## config.mk

```make
export PLATFORM = sky130hd
export DESIGN_NAME = psd_div_cell
export DESIGN_NICKNAME = d
export VERILOG_FILES = /design/src/design/psd_pkg.sv /design/src/design/psd_div_cell.sv
export SDC_FILE = /design/constraint.sdc
export NUM_CORES = 1
export LEC_CHECK = 0
export BUFFER_PORTS_ARGS = -buffer_cell sky130_fd_sc_hd__buf_2
export CAP_MARGIN = 40
export CELL_PAD_IN_SITES_DETAIL_PLACEMENT = 0
export CELL_PAD_IN_SITES_GLOBAL_PLACEMENT = 1
export CORE_MARGIN = 4
export CORE_UTILIZATION = 42
export DETAILED_ROUTE_END_ITERATION = 16
export HOLD_SLACK_MARGIN = 0.1
export PLACE_DENSITY_LB_ADDON = 0.1
export SETUP_SLACK_MARGIN = 0.2
export SLEW_MARGIN = 20
export SYNTH_ARGS = -nofsm -noshare
export SYNTH_HDL_FRONTEND = slang
export SYNTH_SLANG_ARGS = --single-unit
```

## constraint.sdc

```tcl
create_clock -name clk -period 2.45 [get_ports clk]
set_clock_uncertainty 0.2 [all_clocks]
set_input_delay 0.245 -clock clk [delete_from_list [all_inputs] [get_ports clk]]
set_output_delay 0.245 -clock clk [all_outputs]
set_load 0.03 [all_outputs]
```

## src/design/psd_pkg.sv

```systemverilog
// Shared types and constants for the point-to-segment distance block.
// Depends on nothing; every other design file imports it.
`timescale 1ns / 1ps
package psd_pkg;

	// Default coordinate width. Q16.16 inputs; the fraction position does not
	// change any of the integer arithmetic.
	localparam int COORD_WIDTH_DEF = 32;

	// Which part of the segment is closest to the query point.
	typedef enum logic [1:0] {
		REGION_START    = 2'd0,
		REGION_END      = 2'd1,
		REGION_INTERIOR = 2'd2
	} region_t;

	// Control that travels with every request down the pipeline and the cells.
	typedef struct packed {
		logic    valid;
		region_t region;
		logic    degen;
	} psd_ctl_t;

endpackage

```

## src/design/psd_div_cell.sv

```systemverilog
// One restoring-division cell: brings down one numerator bit and yields one
// quotient bit. Uses psd_pkg for the control struct.
`timescale 1ns / 1ps
module psd_div_cell import psd_pkg::*; #(
	parameter int W = 2 * COORD_WIDTH_DEF + 2
) (
	input  logic           clk,
	input  logic           arst_n,
	input  logic           en,
	input  psd_ctl_t       ctl_i,
	input  logic [W-1:0]   rem_i,
	input  logic [W-1:0]   nq_i,
	input  logic [W-1:0]   den_i,
	output psd_ctl_t       ctl_o,
	output logic [W-1:0]   rem_o,
	output logic [W-1:0]   nq_o,
	output logic [W-1:0]   den_o
);
	logic [W:0]   trial, diff;
	logic         ge;
	psd_ctl_t     ctl_q;
	logic [W-1:0] rem_q, nq_q, den_q;

	// The remainder stays below the divisor, so W bits hold it after the step.
	assign trial = {rem_i, nq_i[W-1]};
	assign diff  = trial - {1'b0, den_i};
	assign ge    = (trial >= {1'b0, den_i});

	always_ff @(posedge clk or negedge arst_n) begin
		if (!arst_n) begin
			ctl_q <= '0;
		end else if (en) begin
			ctl_q <= ctl_i;
		end
	end

	// Numerator bits leave at the top of nq while quotient bits enter at the bottom.
	always_ff @(posedge clk) begin
		if (en) begin
			rem_q <= ge ? diff[W-1:0] : trial[W-1:0];
			nq_q  <= {nq_i[W-2:0], ge};
			den_q <= den_i;
		end
	end

	assign ctl_o = ctl_q;
	assign rem_o = rem_q;
	assign nq_o  = nq_q;
	assign den_o = den_q;

endmodule

```

==> results.txt <==
The flow ran to the end, but the final reports show violations. The CTS clock-pin slew for the worst setup and hold paths is 0.06 ns. Relative to the synthesized area, the layout overhead comes to 77.96%.

The number of DRC violations after detailed-routing iteration 0 came out at 675. The leakage power total is 9.556 nW. Dividing the final minimum period by the clock period gives 116.5%. The post-route DRC violation count is 0. The peak supply drop came out at 0.5525 mV. Clock tree synthesis inserted a total of 23 buffers. The largest fanout on the critical path came out at 3. The weighted congestion at the end of routability-driven global placement came out at 0.8544. The kind of capture point of the worst setup path is a flop. The register bit total from synthesis is 202. The number of buffer cells added on primary ports is 406.

OpenSTA, run right after detailed placement, puts the worst setup slack at -1.134 ns. By startpoint and endpoint, the worst setup path is classified as in -> reg. The fraction of layout cells with a size suffix above 1 is 52.55%. The routed via count divided by cell count is 4.990. After layout, the worst setup slack is -0.4047 ns. In this run the power spent charging and discharging nets is 0.003924 W.

For this run, the top clock speed supported by timing is 350.3 MHz. For this run, asynchronously set or reset flops after synthesis account for 1.980%. In this run the cell area of the synthesized design comes to 11760 sq um. CTS built an H-tree with a depth of 1. The via count is 11690. The instance count after placement with tap cells included is 2043. In the synthesized netlist, mux cells make up 8.299% of the area.

The count of distinct cell types in the synthesized netlist came out at 75. The fraction of the mapped netlist area in simple logic gates is 8.884%. Counting the fill cells in the layout gives 1844. The internal power came out at 0.008264 W. The total overflow reported by the global router is 0. The average cell area after synthesis is 11.87 sq um.

The height of the chip is 175.3 microns. The number of pins with negative max-slew slack in the final report came out at 0. The half-perimeter wire length after detailed placement came out at 31.62 mm. The tree built by TritonCTS fans out to 202 sinks. The wire length of the first global-routing pass is 67.00 mm. Setup repair after global routing could not meet its margin everywhere. For this run, global-route usage on met2 was measured as 50.09%.

The final reports fail on negative setup slack. For this block, the routed nets add up to 44.88 mm of wire. STA classifies the critical path startpoint as a primary input.

After floorplanning, the core was divided into 60 placement rows. The switching power as a share of total power came out at 32.20%. The number of nets handed over by synthesis was 1263. The global-route total usage across every layer is 27.47%. Clock tree synthesis selected as its root buffer the cell sky130_fd_sc_hd__clkbuf_16.

TritonCTS built the clock tree. The number of warnings issued by yosys is 0. The insertion delay of the later-clocked pin in the worst-skew pair came out at 0.52 ns. The most used routing layer in global routing is met2.

In the synthesized netlist the dominant register cell turns out to be sky130_fd_sc_hd__edfxtp_1. The effective utilization at floorplan is 43.15%. The count of cells in the finished layout, fillers not included, comes to 2343. The die span in x is 175.3 microns. The headroom to the max-slew limit came out at 72.00%.

The detail route stage leaves a number of antenna-violating nets equal to 0. Entering global routing, the biggest net connects 72 pins. The fraction of the mapped netlist area in compound gates is 14.37%. Of the total power, the clock network draws 26.8%. The portion of the post-synthesis area used by sequential elements is 51.41%. The number of iterations in the first detailed-routing pass came out at 5. During I/O placement, the number of pins put on the boundary was 407.

The wire length per cell came out at 19.16 microns. Counting I/O delays and the setup requirement, the final critical path takes 2.855 ns. The die outline area came out at 30740 sq um. The maximum number of buffers from clock root to sink is 3. The global-route met1 utilization is 31.96%. The proportion of power drawn by flip-flops and latches is 35.7%.

The number of hold violations in the final report is 0. Across the run, the number of max-cap violations was 0. The slew at the pin closest to its max-slew limit is 0.4156 ns. The part of the power in combinational logic is 37.5%. The tightest min-delay check is of the in -> reg type. After synthesis, the largest family of logic cells by area is compound AO/OA/AOI/OAI gates. The met3 layer usage reported by global route is 5.854%. Setup violations remaining at the end of the flow were counted as 66. The adder-cell area share of the yosys netlist is 7.192%. The number of antenna violations at the first check in global routing is 5. The power density normalized to cell area came out at 582.4 nW/um^2. After technology mapping, the gate count stands at 991. The post-synthesis xor/xnor area fraction came out at 4.171%. The via count of the first global-routing pass came out at 12230. The critical path arrival came out at 2.92 ns. Yosys mapped a number of flops with a built-in enable equal to 198. The layout net count is 2220.

The standard cell core area is 27250 sq um. Data on the critical path is required at its endpoint by 2.52 ns.
## layout by cell type, fill, tap and decap left out, types with 26 or more instances in the layout
master / instances
sky130_fd_sc_hd__nand2_1: 46
sky130_fd_sc_hd__ha_1: 27
sky130_fd_sc_hd__nor2_1: 51
sky130_fd_sc_hd__buf_4: 327
sky130_fd_sc_hd__xnor2_1: 32
sky130_fd_sc_hd__ha_4: 38
sky130_fd_sc_hd__edfxtp_1: 198
sky130_fd_sc_hd__a21o_1: 33
sky130_fd_sc_hd__a21oi_1: 71
sky130_fd_sc_hd__buf_2: 387
sky130_fd_sc_hd__nand4_1: 26
sky130_fd_sc_hd__buf_6: 35
sky130_fd_sc_hd__mux2_4: 61
sky130_fd_sc_hd__o21ai_0: 32
sky130_fd_sc_hd__dlygate4sd3_1: 205
sky130_fd_sc_hd__inv_1: 62
## cells in the mapped netlist (3+ instances only)
cell                        count  area (sq um)
sky130_fd_sc_hd__a211oi_1       6         45.04
sky130_fd_sc_hd__o21a_1         8         60.06
sky130_fd_sc_hd__a31oi_1        5         31.28
sky130_fd_sc_hd__and2_1         3         18.77
sky130_fd_sc_hd__a21oi_2        7         61.31
sky130_fd_sc_hd__a211o_1        3         26.28
sky130_fd_sc_hd__o211a_1        3         30.03
sky130_fd_sc_hd__nand3_1       15         75.07
sky130_fd_sc_hd__xor2_1        23         201.4
sky130_fd_sc_hd__nor2_1        58         217.7
sky130_fd_sc_hd__o2111ai_1      3         26.28
sky130_fd_sc_hd__o31ai_1        5         37.54
sky130_fd_sc_hd__nor2b_1        4         25.02
sky130_fd_sc_hd__nor3b_1        3         22.52
sky130_fd_sc_hd__dfrtp_1        4         100.1
sky130_fd_sc_hd__mux2i_1        3         30.03
sky130_fd_sc_hd__xnor2_1       33         289.0
sky130_fd_sc_hd__a21o_1        34         255.2
sky130_fd_sc_hd__nand4_1       26         162.7
sky130_fd_sc_hd__nand2b_1       3         18.77
sky130_fd_sc_hd__nand2_1       57         214.0
sky130_fd_sc_hd__o211ai_1       7         52.55
sky130_fd_sc_hd__a21oi_1       84         420.4
sky130_fd_sc_hd__nor3_1        15         75.07
sky130_fd_sc_hd__ha_1          66         825.8
sky130_fd_sc_hd__and3_1         7         43.79
sky130_fd_sc_hd__o21ai_0       45         225.2
sky130_fd_sc_hd__buf_12         7         140.1
sky130_fd_sc_hd__o21bai_1      14         105.1
sky130_fd_sc_hd__nor4_1         5         31.28
sky130_fd_sc_hd__or3_1          3         18.77
sky130_fd_sc_hd__mux2_2         8         90.09
sky130_fd_sc_hd__o21ai_1        6         30.03
sky130_fd_sc_hd__mux2_4        57         855.8
sky130_fd_sc_hd__buf_6          5         56.30
sky130_fd_sc_hd__o22ai_1        3         18.77
sky130_fd_sc_hd__clkbuf_1      12         45.04
sky130_fd_sc_hd__inv_1         88         330.3
sky130_fd_sc_hd__edfxtp_1     198          5946
sky130_fd_sc_hd__buf_2         14         70.07
## critical path, stage by stage
cell and delay [ns]:
sky130_fd_sc_hd__buf_12 0.11, sky130_fd_sc_hd__inv_12 0.04, sky130_fd_sc_hd__ha_4 0.12, sky130_fd_sc_hd__inv_2 0.03, sky130_fd_sc_hd__fa_2 0.33, sky130_fd_sc_hd__a211o_1 0.28
sky130_fd_sc_hd__a211o_1 0.33, sky130_fd_sc_hd__and3_4 0.18, sky130_fd_sc_hd__o21ai_2 0.10, sky130_fd_sc_hd__buf_4 0.13, sky130_fd_sc_hd__a221o_1 0.17, sky130_fd_sc_hd__nand4_1 0.23
sky130_fd_sc_hd__a31oi_1 0.28, sky130_fd_sc_hd__xnor2_1 0.09, sky130_fd_sc_hd__mux2_4 0.25
## cell type report
cell class | count | area (sq um) | share of cell area (%)
diodes | 7 | 17.52 | 0.08370
repair buffers | 971 | 7187 | 34.34
clock buffers | 26 | 586.8 | 2.804
clock inverters | 15 | 117.6 | 0.5620
inverters | 89 | 397.9 | 1.901
multi-input cells | 660 | 6093 | 29.12
flip-flops and latches | 202 | 6046 | 28.89
repair inverters | 1 | 16.27 | 0.07772
well taps | 372 | 465.4 | 2.224
## sequential cells by signal (all words and copies together), names as in the netlist
| signal | flops |
|---|---|
| ctl_o | 4 |
| den_o | 66 |
| nq_o | 66 |
| rem_o | 66 |
## per-stage QoR
step	TNS, ns	utilization, %	area (sq um)	total power, W	hold WS [ns]
detailed placement	-63.87	61.90	16870	0.008299	-0.1450
floorplan	-40.90	-	12240	0.006711	-0.2506
CTS	-17.74	74.61	20330	0.01205	0.1190
global route	-25.28	76.79	20930	0.01276	0.1568
finish	-21.39	76.80	20930	0.01219	0.1681
global placement	-63.03	61.90	16870	0.008261	-0.1474
## kinds of logic (layout without fill, tap and decap cells)
kind of cell             after synthesis  after routing
buffers and inverters                129           1102
AND/OR/NAND/NOR                      213            213
AO/OA/AOI/OAI                        256            256
multiplexers                          68             68
other                                  0              7
XOR/XNOR                              56             56
flip-flops                           202            202
adder cells (fa/ha/maj)               67             67
## routing by layer
layer  up-vias  part of all wire (%)
met5         -                     0
met4         0                   3.3
met3        78                   6.9
met2       424                    52
met1      5578                    38
li1       5612                     -
## what timing repair did
item | 4_1_cts | 5_1_grt
hold endpoints to repair | 229 | 0
pin swaps | 20 | 45
hold buffers | 205 | 0
resized for setup | 109 | 80
gates cloned | 2 | 2
endpoints found under the setup margin | 67 | 67
buffers inserted | 24 | 19
## power groups by stage
stage | logic (W) | clock network, W | registers [W]
final | 0.00457 | 0.00327 | 0.00435
after global routing | 0.00486 | 0.00352 | 0.00438
after CTS | 0.00436 | 0.00335 | 0.00434
after detailed placement | 0.00389 | 0 | 0.00440
after global placement | 0.00386 | 0 | 0.00440
after floorplan | 0.00153 | 0 | 0.00518
## worst paths after layout
| kind | start | end | slack [ns] | depth (start not counted) |
|---|---|---|---|---|
| worst max-delay path | nq_i[65] | rem_o[58] | -0.40 | 15 |
| worst min-delay path | rem_i[0] | rem_o[1] | 0.17 | 3 |
| worst max register to register | ctl_o[1] | ctl_o[1] | 1.47 | 1 |
| worst min register to register | ctl_o[2] | ctl_o[2] | 0.32 | 1 |
| max in group asynchronous | arst_n | ctl_o[0] | 1.40 | 3 |
| min in group asynchronous | arst_n | ctl_o[2] | 0.47 | 3 |
Note: power is estimated with default switching activity, not from simulation.
